[src/rtl/core/ilp_pkg.sv]
// Shared types and constants for the integer literal parser.
package ilp_pkg;

	localparam logic [1:0] MODE_ANY      = 2'd0;
	localparam logic [1:0] MODE_UNSIGNED = 2'd1;
	localparam logic [1:0] MODE_SIGNED   = 2'd2;
	localparam logic [1:0] MODE_RESERVED = 2'd3;

	localparam logic [4:0] POS_MAX = 5'd31;

	typedef enum logic [1:0] {
		RADIX_DEC = 2'd0,
		RADIX_HEX = 2'd1,
		RADIX_OCT = 2'd2,
		RADIX_BIN = 2'd3
	} radix_t;

	typedef enum logic [2:0] {
		FORM_START   = 3'd0,
		FORM_MINUS   = 3'd1,
		FORM_ZERO    = 3'd2,
		FORM_NEGZERO = 3'd3,
		FORM_BODY    = 3'd4
	} form_t;

	typedef enum logic [1:0] {
		ST_OK        = 2'd0,
		ST_BAD_DIGIT = 2'd1,
		ST_TOO_MANY  = 2'd2,
		ST_RANGE     = 2'd3
	} status_t;

	typedef struct packed {
		logic [7:0]  ch;
		logic        first_char;
		logic        last_char;
		logic [3:0]  skip_count;
		logic [5:0]  max_bits;
		logic [31:0] offset;
		logic [1:0]  sign_mode;
	} item_t;

	typedef struct packed {
		logic [31:0] value;
		logic [1:0]  status;
	} result_t;

	typedef struct packed {
		logic [3:0]  skip;
		logic [5:0]  width;
		logic [31:0] sub;
		logic [1:0]  mode;
	} settings_t;

	typedef struct packed {
		logic [31:0] acc;
		radix_t      radix;
		logic        neg;
		logic [4:0]  pos;
		status_t     err;
		form_t       form;
	} parse_t;

	typedef struct packed {
		logic [31:0] acc;
		logic        neg;
		form_t       form;
		status_t     err;
		settings_t   set;
	} fin_t;

	localparam parse_t PARSE_CLEAR = '{
		acc:   32'd0,
		radix: RADIX_DEC,
		neg:   1'b0,
		pos:   5'd0,
		err:   ST_OK,
		form:  FORM_START
	};

endpackage

[src/rtl/core/ilp_step.sv]
// Per-character parse step: skip count, prefix tracking and digit accumulation.
module ilp_step (
	input  logic [7:0]      ch,
	input  logic [3:0]      skip,
	input  ilp_pkg::parse_t cur,
	output ilp_pkg::parse_t nxt
);

	function automatic logic [4:0] digit_of(input logic [7:0] c, input ilp_pkg::radix_t r);
		logic [4:0] d;
		logic       ok;
		d  = 5'd0;
		ok = 1'b0;
		if (c >= 8'h30 && c <= 8'h39) begin
			d  = 5'(c - 8'h30);
			ok = 1'b1;
		end else if (c >= 8'h41 && c <= 8'h46) begin
			d  = 5'(c - 8'h41) + 5'd10;
			ok = 1'b1;
		end else if (c >= 8'h61 && c <= 8'h66) begin
			d  = 5'(c - 8'h61) + 5'd10;
			ok = 1'b1;
		end
		case (r)
			ilp_pkg::RADIX_HEX: ok = ok;
			ilp_pkg::RADIX_DEC: ok = ok && (d <= 5'd9);
			ilp_pkg::RADIX_OCT: ok = ok && (d <= 5'd7);
			default:            ok = ok && (d <= 5'd1);
		endcase
		return {ok, d[3:0]};
	endfunction

	function automatic ilp_pkg::parse_t body_char(input ilp_pkg::parse_t p, input logic [7:0] c);
		ilp_pkg::parse_t q;
		logic [4:0]      dv;
		logic [31:0]     dx;
		q  = p;
		dv = digit_of(c, p.radix);
		dx = {28'd0, dv[3:0]};
		if (p.err != ilp_pkg::ST_OK) begin
			q = p;
		end else if (p.acc[31]) begin
			q.err = ilp_pkg::ST_TOO_MANY;
		end else if (c == "_") begin
			q = p;
		end else if (!dv[4]) begin
			q.err = ilp_pkg::ST_BAD_DIGIT;
		end else begin
			case (p.radix)
				ilp_pkg::RADIX_HEX: q.acc = (p.acc << 4) + dx;
				ilp_pkg::RADIX_DEC: q.acc = (p.acc << 3) + (p.acc << 1) + dx;
				ilp_pkg::RADIX_OCT: q.acc = (p.acc << 3) + dx;
				default:            q.acc = (p.acc << 1) + dx;
			endcase
		end
		return q;
	endfunction

	ilp_pkg::parse_t txt;

	always_comb begin
		txt = cur;
		case (cur.form)
			ilp_pkg::FORM_START: begin
				if (ch == "-") begin
					txt.neg  = 1'b1;
					txt.form = ilp_pkg::FORM_MINUS;
				end else if (ch == "0") begin
					txt.form = ilp_pkg::FORM_ZERO;
				end else begin
					txt      = body_char(cur, ch);
					txt.form = ilp_pkg::FORM_BODY;
				end
			end
			ilp_pkg::FORM_MINUS: begin
				txt      = body_char(cur, ch);
				txt.form = (ch == "0") ? ilp_pkg::FORM_NEGZERO : ilp_pkg::FORM_BODY;
			end
			ilp_pkg::FORM_ZERO: begin
				if (ch == "x" || ch == "X") begin
					txt.radix = ilp_pkg::RADIX_HEX;
				end else if (ch == "b" || ch == "B") begin
					txt.radix = ilp_pkg::RADIX_BIN;
				end else begin
					txt.radix = ilp_pkg::RADIX_OCT;
					txt       = body_char(txt, ch);
				end
				txt.form = ilp_pkg::FORM_BODY;
			end
			ilp_pkg::FORM_NEGZERO: begin
				txt      = body_char(cur, ch);
				txt.form = ilp_pkg::FORM_BODY;
			end
			default: begin
				txt = body_char(cur, ch);
			end
		endcase
	end

	always_comb begin
		if (cur.pos < {1'b0, skip}) begin
			nxt     = cur;
			nxt.pos = cur.pos + 5'd1;
		end else begin
			nxt = txt;
			if (cur.pos < ilp_pkg::POS_MAX) begin
				nxt.pos = cur.pos + 5'd1;
			end else begin
				nxt.pos = cur.pos;
			end
		end
	end

endmodule

[src/rtl/core/ilp_finish.sv]
// Final value and status: offset, sign and width range checks, negation.
module ilp_finish (
	input  ilp_pkg::fin_t    fin,
	output ilp_pkg::result_t res
);

	logic [5:0]       mb;
	logic [31:0]      half;
	logic [31:0]      v;
	logic             zero_form;
	logic             uns_m;
	logic             sgn_m;
	logic             wide;
	logic             range_bad;
	ilp_pkg::status_t st;

	always_comb begin
		if (fin.set.width == 6'd0) begin
			mb = 6'd1;
		end else if (fin.set.width > 6'd32) begin
			mb = 6'd32;
		end else begin
			mb = fin.set.width;
		end
		half      = 32'd1 << (mb - 6'd1);
		zero_form = (fin.form == ilp_pkg::FORM_ZERO) || (fin.form == ilp_pkg::FORM_NEGZERO);
		uns_m     = (fin.set.mode == ilp_pkg::MODE_UNSIGNED);
		sgn_m     = (fin.set.mode == ilp_pkg::MODE_SIGNED);
		if (zero_form) begin
			v = 32'd0 - fin.set.sub;
		end else if (uns_m) begin
			v = fin.acc - fin.set.sub;
		end else begin
			v = fin.acc;
		end
		wide      = (v >> mb) != 32'd0;
		range_bad = wide
			|| (!uns_m && (zero_form || fin.neg) && (v > half))
			|| (sgn_m && (zero_form || !fin.neg) && (v >= half));
		if (zero_form) begin
			st = range_bad ? ilp_pkg::ST_RANGE : ilp_pkg::ST_OK;
		end else if (fin.neg && uns_m) begin
			st = ilp_pkg::ST_RANGE;
		end else if (fin.err != ilp_pkg::ST_OK) begin
			st = fin.err;
		end else begin
			st = range_bad ? ilp_pkg::ST_RANGE : ilp_pkg::ST_OK;
		end
		res.status = st;
		if (st != ilp_pkg::ST_OK) begin
			res.value = 32'd0;
		end else if (fin.neg && !zero_form) begin
			res.value = 32'd0 - v;
		end else begin
			res.value = v;
		end
	end

endmodule

[src/rtl/core/integer_literal_parser.sv]
// Top level of the integer literal parser.
// The finish stage registers the final parse state, the output register its result.
// Throughput: one character per cycle; the input stalls only while a result
// waits in the output register with the finish stage also full.
// Reset: arst_n clears all valid bits, the parse state and the latched settings.
module integer_literal_parser (
	input  logic             clk,
	input  logic             arst_n,
	input  logic             item_valid,
	output logic             item_ready,
	input  ilp_pkg::item_t   item,
	output logic             result_valid,
	input  logic             result_ready,
	output ilp_pkg::result_t result
);

	ilp_pkg::item_t     item_s1;
	logic               valid_s1;
	ilp_pkg::fin_t      fin_s2;
	logic               valid_s2;
	ilp_pkg::result_t   result_q;
	logic               result_valid_q;
	ilp_pkg::parse_t    parse_q;
	ilp_pkg::settings_t set_q;

	ilp_pkg::settings_t set_cur;
	ilp_pkg::parse_t    parse_cur;
	ilp_pkg::parse_t    parse_nxt;
	ilp_pkg::result_t   fin_res;
	logic               out_free;
	logic               s2_free;
	logic               proc;

	assign out_free   = !result_valid_q || result_ready;
	assign s2_free    = !valid_s2 || out_free;
	assign proc       = valid_s1 && (!item_s1.last_char || s2_free);
	assign item_ready = !valid_s1 || proc;

	always_comb begin
		if (item_s1.first_char) begin
			set_cur.skip  = item_s1.skip_count;
			set_cur.width = item_s1.max_bits;
			set_cur.sub   = item_s1.offset;
			set_cur.mode  = (item_s1.sign_mode == ilp_pkg::MODE_RESERVED) ?
				ilp_pkg::MODE_ANY : item_s1.sign_mode;
			parse_cur     = ilp_pkg::PARSE_CLEAR;
		end else begin
			set_cur   = set_q;
			parse_cur = parse_q;
		end
	end

	ilp_step u_step (
		.ch   (item_s1.ch),
		.skip (set_cur.skip),
		.cur  (parse_cur),
		.nxt  (parse_nxt)
	);

	ilp_finish u_finish (
		.fin (fin_s2),
		.res (fin_res)
	);

	always_ff @(posedge clk or negedge arst_n) begin
		if (!arst_n) begin
			valid_s1       <= 1'b0;
			valid_s2       <= 1'b0;
			result_valid_q <= 1'b0;
			parse_q        <= ilp_pkg::PARSE_CLEAR;
			set_q          <= '0;
		end else begin
			if (item_valid && item_ready) begin
				valid_s1 <= 1'b1;
			end else if (proc) begin
				valid_s1 <= 1'b0;
			end
			if (proc) begin
				set_q   <= set_cur;
				parse_q <= item_s1.last_char ? ilp_pkg::PARSE_CLEAR : parse_nxt;
			end
			if (proc && item_s1.last_char) begin
				valid_s2 <= 1'b1;
			end else if (out_free) begin
				valid_s2 <= 1'b0;
			end
			if (valid_s2 && out_free) begin
				result_valid_q <= 1'b1;
			end else if (result_ready) begin
				result_valid_q <= 1'b0;
			end
		end
	end

	always_ff @(posedge clk) begin
		if (item_valid && item_ready) begin
			item_s1 <= item;
		end
		if (proc && item_s1.last_char) begin
			fin_s2.acc  <= parse_nxt.acc;
			fin_s2.neg  <= parse_nxt.neg;
			fin_s2.form <= parse_nxt.form;
			fin_s2.err  <= parse_nxt.err;
			fin_s2.set  <= set_cur;
		end
		if (valid_s2 && out_free) begin
			result_q <= fin_res;
		end
	end

	assign result_valid = result_valid_q;
	assign result       = result_q;

endmodule

[config.mk]
export PLATFORM = sky130hd
export DESIGN_NAME = integer_literal_parser
export DESIGN_NICKNAME = d
export VERILOG_FILES = /design/src/rtl/core/ilp_pkg.sv /design/src/rtl/core/ilp_step.sv /design/src/rtl/core/ilp_finish.sv /design/src/rtl/core/integer_literal_parser.sv
export SDC_FILE = /design/constraint.sdc
export NUM_CORES = 1
export LEC_CHECK = 0
export BUFFER_PORTS_ARGS = -buffer_cell sky130_fd_sc_hd__buf_2
export CAP_MARGIN = 5
export CORE_MARGIN = 2
export CORE_UTILIZATION = 39
export CTS_CLUSTER_DIAMETER = 200
export DETAILED_ROUTE_END_ITERATION = 12
export GPL_TIMING_DRIVEN = 0
export SYNTH_ARGS = -nofsm -noshare
export SYNTH_HDL_FRONTEND = slang
export SYNTH_SLANG_ARGS = --single-unit
[constraint.sdc]
create_clock -name clk -period 5.4 [get_ports clk]
set_input_delay 1.08 -clock clk [delete_from_list [all_inputs] [get_ports clk]]
set_output_delay 1.08 -clock clk [all_outputs]
set_load 0.005 [all_outputs]
==> results.md, run 1 <==
- Status: finished with violations
- Failing checks: negative setup slack
- Setup WS post-layout: -405 ps
- First-pass GRT wire length: 152000 um
- Commonest cells after routing, fill and taps aside: nand2_1, nor2_1, edfxtp_1, a21oi_1, buf_4
- Total congestion overflow: 0
- Initial antenna violation count: 3
- Final Instance Area: 28500 um2
- Fmax: 172 MHz
- Netlist cell types: 110
- Crit-path cells: nand2b_1, clkbuf_2, nor2_4, clkbuf_2, clkbuf_4, o2111ai_1, nand2b_1, inv_2, ha_1, a21o_1, a21o_1, a21oi_1, o211ai_1, a221o_1, a21oi_2, o32ai_2, a211oi_2, o41a_1, buf_6, nand3_4, o41a_1
- CTS buffer count: 30
- Most common cell after layout, fill and taps aside: nand2_1
- WL final: 104000 um
- Seq/Total Area, Yosys: 31.9%
- Power per cell area: 225 nW/um2
- Hold Slack: 424 ps
- WS Path Type: flip-flop to flip-flop
- Antenna viol nets, final: 0
- RSZ-0062 raised after global routing: yes
- Area Growth Syn to Fin: 25.4%
- Cells on worst reg2reg path: 21
- Power Total: 0.00641 W
- Final Hold Fails: 0
- Vias per cell: 6.49
- Fin nets: 3055
- Final setup viols: 47
- Wire per inst: 28.2 um
- Worst-margin pin slew: 1370 ps
- Synthesized area per cell: 8.57 um2
- Placed cells: 3517
- Die Wd: 245 um
- Worst Skew: 51.1 ps
- FF+latch count, synth: 257
- Clock Root Buffer: clkbuf_16
- Final cell count without fillers: 3683
- Hold-fix buffer count after cts: 0
- DR vias: 23890
- Clk pin slew, worst setup/hold paths: 60 ps
- Slowest stage cell, crit path: o41a_1
- Top cell type's share of synthesized area: 21.8%
- # Max-Cap Violations: 0
- Vias in the first global route: 23110
- Final period utilization: 107%
- Placed cell area: 24400 um2
- Cell taking the most area after synthesis: edfxtp_1
- Post-synth EDFFs: 165
- Crit path buffers/inverters: 5
- Pin count of the biggest net entering global routing: 59
- Global Route Usage Sum: 33.4%
- I/O Pins: 94
- DRT iter0 DRCs: 2358
- Max transition margin: 8.46%
- YS warnings: 0
- Worst min-delay path class: primary input to asynchronous set/reset pin
- Worst VDD drop: 0.000288 V
- Syn Inst Count: 2651
- Synth async-reset ratio: 35.8%
- Die height: 245 um
- Post-synth net total: 2814
- Worst setup SP type: flip-flop
- Drt first pass iters: 5
- Clk buf depth: 3
- R2r setup slk: -400 ps
- Fin. max-slew vios: 0
- Final Critical Period: 5800 ps
- Core Region: 57700 um2
- Layout cells sized above 1: 25.5%
- Die area: 60200 um2
- Crit path required time: 5720 ps
- CP Max Fanout: 10
- H-tree depth: 1
- Detail Placement HPWL: 77800 um
- Worst Setup End Kind: flip-flop
- Drt drc: 0
- Cell row count: 88
- CTS tree: yes
- Most frequently used flop master after synthesis: edfxtp_1
- Lkg Pwr: 11.1 nW
- Initial core utilization: 39.4%
- GPL Wtd Cong: 1.00
- IO Port Bufs: 93
- Worst-skew pair later-pin latency: 620 ps
- CP Depth: 21
- Largest cells by area after synthesis: edfxtp_1, dfrtp_1, ha_1
- CP max stage delay: 480 ps
- Top Family by Delay on Critical Path: compound AO/OA/AOI/OAI gates
- Synthesized cell area: 22700 um2
- Critical path arrival: 6120 ps
- Clk sinks: 257
## metal layers
metal	wire length, um	vias to the layer above	global-route usage, %
met5	12	-	0
met4	5880	2	16.0
met2	48700	1161	56.2
li1	-	10596	-
met3	7070	312	4.09
met1	42100	11819	42.5
## metrics by stage
step / utilization, % / TNS, ps / worst slack [ps]
finish: 49.4 / -10010 / -405
global route: 49.4 / -14340 / -463
CTS: 47.5 / -11010 / -393
detailed placement: 42.3 / -157090 / -2160
global placement: 42.1 / -302170 / -2310
floorplan: - / 0 / 11.6
## worst register-to-register path, stage by stage, from the launching register on
cell       delay, ps
edfxtp_1         450
nand2b_1         170
clkbuf_2         280
nor2_4           310
clkbuf_2         360
clkbuf_4         370
o2111ai_1        300
nand2b_1         320
inv_2            140
ha_1             340
a21o_1           170
a21o_1           170
a21oi_1          170
o211ai_1         110
a221o_1          350
a21oi_2          220
o32ai_2          110
a211oi_2         180
o41a_1           270
buf_6            130
nand3_4           90
o41a_1           480
## cells in the mapped netlist, drive strengths merged (22+ instances only)
cell type and instances:
nand2 248, nor2 216, a21oi 167, edfxtp 165, clkbuf 144, o21ai 137
ha 102, inv 98, dfrtp 92, mux2 82, xnor2 81, nand3 76
nor3 69, a21o 58, nor4 55, nand4 54, nor2b 52, a22o 41
buf 41, a31oi 37, xor2 37, a211oi 34, a22oi 34, o22ai 33
mux2i 32, o211ai 30, or3 28, and3 26, and2 24, a221oi 22
nand2b 22
## final timing paths
check                                 startpoint                      end
max in group asynchronous                 arst_n  parse_q[17]$_DFFE_PN0P_
hold / removal                            arst_n    set_q[16]$_DFFE_PN0P_
setup / recovery             fin_s2[1]$_DFFE_PP_      result[0]$_DFFE_PP_
setup reg to reg             fin_s2[1]$_DFFE_PP_      result[0]$_DFFE_PP_
min in group clk           set_q[43]$_DFFE_PN0P_    set_q[43]$_DFFE_PN0P_
hold reg to reg            set_q[43]$_DFFE_PN0P_    set_q[43]$_DFFE_PN0P_
## cell type report
cell class,instances,area (um2)
Multi-Input combinational cell,2111,16300
Buffer,160,878
Antenna cell,2,5.00
Timing Repair Buffer,233,1710
Fill cell,5471,29200
Tap cell,765,957
Inverter,99,380
Clock buffer,39,836
Sequential cell,257,7260
Clock inverter,17,189
## state kept, by name, indices dropped and copies added (netlist names)
signal        flops
set_q            44
item_s1          54
valid_s1          1
fin_s2           77
result           34
parse_q          45
valid_s2          1
result_valid      1
## where the power goes
part | internal, W | total (W) | switching, W
combinational | 0.000694 | 0.00191 | 0.00121
sequential | 0.00228 | 0.00239 | 0.000106
clock | 0.00120 | 0.00211 | 0.000906
total | 0.00418 | 0.00641 | 0.00223
## kinds of logic after synthesis
logic type      after synthesis  synth area share (%)
simple gates                961                  21.8
xor+xnor                    119                  4.65
mux                         115                  5.57
fa+ha+maj                   110                  6.10
compound gates              805                  25.0
flops                       257                  31.9
buf+inv                     284                  4.92
## timing repair
action | CTS | global route
setup buffers | 82 | 51
gates cloned | 4 | 0
setup endpoints to repair | 111 | 85
gates resized for setup | 274 | 170
pin swaps | 101 | 68
Power figures use the tool's default switching activity.
==> inputs of run 2 (changes only) <==
--- a/config.mk
+++ b/config.mk
@@ -7,6 +7,7 @@
 export LEC_CHECK = 0
 export BUFFER_PORTS_ARGS = -buffer_cell sky130_fd_sc_hd__buf_2
 export CAP_MARGIN = 5
+export CORE_ASPECT_RATIO = 1.1
 export CORE_MARGIN = 2
 export CORE_UTILIZATION = 39
 export CTS_CLUSTER_DIAMETER = 200
==> results.md, run 2 (synthesis gave the netlist of run 1 again) <==
- Worst Setup End Kind: flip-flop
- Number of flip-flops in the largest register: 77
- Crit path required time: 5760 ps
- Flop pwr share: 39.0%
- Fmax: 173 MHz
- TNS Setup: -9570 ps
- Fill count: 5562
- Worst min-delay path class: flip-flop to flip-flop
- Internal Power: 0.00404 W
- Drt first pass iters: 6
- Fin. max-slew vios: 0
- Worst Skew: 21.1 ps
- Initial core utilization: 39.6%
- Detail Placement HPWL: 75900 um
- Combinational power share: 29.4%
- Power Total: 0.00612 W
- Die height: 257 um
- IO Port Bufs: 93
- First-pass GRT wire length: 147000 um
- Clk sinks: 257
- Pin count of the biggest net entering global routing: 49
- Failing checks: negative setup slack
- Slowest stage cell, crit path: edfxtp_1
- Clk buf depth: 3
- Hold Slack: 484 ps
- WL final: 100000 um
- Wire per inst: 27.4 um
- RSZ-0062 raised after global routing: yes
- Top flop regs: fin_s2 x77, item_s1 x54, parse_q x45
- Lkg Pwr: 10.8 nW
- Power per cell area: 220 nW/um2
- Worst-margin pin slew: 1230 ps
- Worst VDD drop: 0.000206 V
- Vias per cell: 6.49
- P_sw: 0.00208 W
- Cell row count: 92
- Die area: 60200 um2
- Final Critical Period: 5790 ps
- Sw frac: 34.0%
- CP max stage delay: 440 ps
- GPL Wtd Cong: 1.02
- Power share of the clock group: 31.7%
- Crit-path cells: nor2b_1, clkbuf_2, nand2_1, buf_2, clkbuf_4, a2111oi_0, a22o_1, nand2b_2, clkinvlp_4, ha_1, a21o_1, a21o_1, a21oi_1, o211ai_1, a221o_1, a21oi_2, o32ai_2, a211oi_2, o41a_1, nand3_4, buf_8, nor4_1
- Final setup viols: 39
- Max transition margin: 18.0%
- DRT iter0 DRCs: 2509
- WS Path Type: flip-flop to flip-flop
- Layout cells sized above 1: 23.2%
- Final Hold Fails: 0
- Final period utilization: 107%
- Global Route Usage Sum: 32.3%
- Clk pin slew, worst setup/hold paths: 60 ps
- Commonest cells after routing, fill and taps aside: nand2_1, nor2_1, edfxtp_1, a21oi_1, buf_4
- Clock Root Buffer: clkbuf_16
- CP Max Fanout: 10
- Drt drc: 0
- Worst setup SP type: flip-flop
- Most used cell, CP: a21o_1
- Antenna viol nets, final: 0
- Die Wd: 234 um
- Fin nets: 3045
- DR vias: 23748
- Area Growth Syn to Fin: 22.1%
- Status: finished with violations
- Total congestion overflow: 0
- Most common cell after layout, fill and taps aside: nand2_1
- # Max-Cap Violations: 0
- Critical path arrival: 6160 ps
- H-tree depth: 1
- Worst-skew pair later-pin latency: 570 ps
- Setup WS post-layout: -394 ps
- Core Region: 57400 um2
- Initial antenna violation count: 3
- I/O Pins: 94
- CTS buffer count: 28
- Vias in the first global route: 23191
- Largest Register: fin_s2
- CTS tree: yes
[run 2: cell types whose count changed in the layout (fill, tap and decap cells not counted), sizes merged]
cell / previous run / this run
buf: 275 / 263
bufinv: 2 / 1
clkbuf: 157 / 160
clkdlybuf4s15: 0 / 1
clkinv: 9 / 7
clkinvlp: 2 / 4
inv: 103 / 100
[run 2: critical path: cells and delay by family (launching register included)]
kind                       cells  cell delay (ps)
DFF                            1              440
buffers and inverters          5             1300
adders and majority gates      1              340
and+or+nand+nor                5             1180
AOI/OAI and AO/OA             11             2300
[run 2: what timing repair did]
item                                    4_1_cts  5_1_grt
pin swaps                                    70       79
hold buffers                                  0        0
hold endpoints to repair                      0        0
cloned                                        2        2
buffers inserted                             85       39
endpoints found under the setup margin      111       82
gates resized for setup                     209      133
[run 2: path summary, 6_finish.rpt]
kind                                       startpoint                        to  slack, ps  cells after the start
worst max register to register    fin_s2[1]$_DFFE_PP_  result[23]$_SDFFCE_PP0P_       -390                     22
worst min register to register  set_q[41]$_DFFE_PN0P_     set_q[41]$_DFFE_PN0P_        480                      2
min in group asynchronous                      arst_n     set_q[19]$_DFFE_PN0P_        570                      1
max in group asynchronous                      arst_n     set_q[35]$_DFFE_PN0P_       4070                      2
worst min-delay path            set_q[41]$_DFFE_PN0P_     set_q[41]$_DFFE_PN0P_        480                      2
worst max-delay path              fin_s2[1]$_DFFE_PP_  result[23]$_SDFFCE_PP0P_       -390                     22
[run 2: power groups by stage]
stage | clock network, W | registers, W | logic (W)
6_report | 0.00194 | 0.00238 | 0.00180
5_1_grt | 0.00206 | 0.00240 | 0.00191
4_1_cts | 0.00198 | 0.00238 | 0.00166
3_5_place_dp | 0 | 0.00242 | 0.00152
3_3_place_gp | 0 | 0.00242 | 0.00149
2_1_floorplan | 0 | 0.00238 | 0.000999
[run 2: routing by layer]
metal  global-route usage [%]  part of all wire, %
met2                     54.2                   47
met3                     3.68                  6.1
met5                        0                0.012
met1                     38.9                   39
met4                     20.8                  7.8
[run 2: per-stage QoR]
step                cells  utilization (%)  worst slack [ps]  area (um2)
floorplan            2651                -              11.6       22900
global placement     3496             42.2             -2310       24300
detailed placement   3503             42.5             -1880       24400
CTS                  3624             46.8              -315       26900
global route         3656             48.3              -547       27800
finish               3658             48.3              -394       27800
[run 2: area by class of cell]
type / instances / area (um2) / share of cell area [%]
Multi-Input combinational cell: 2111 / 15800 / 56.9
Clock inverter: 13 / 113 / 0.406
Timing Repair Buffer: 226 / 1590 / 5.73
Inverter: 99 / 384 / 1.38
Sequential cell: 257 / 7260 / 26.2
Clock buffer: 39 / 815 / 2.93
Antenna cell: 2 / 5.00 / 0.0180
Buffer: 159 / 868 / 3.13
Tap cell: 752 / 941 / 3.39
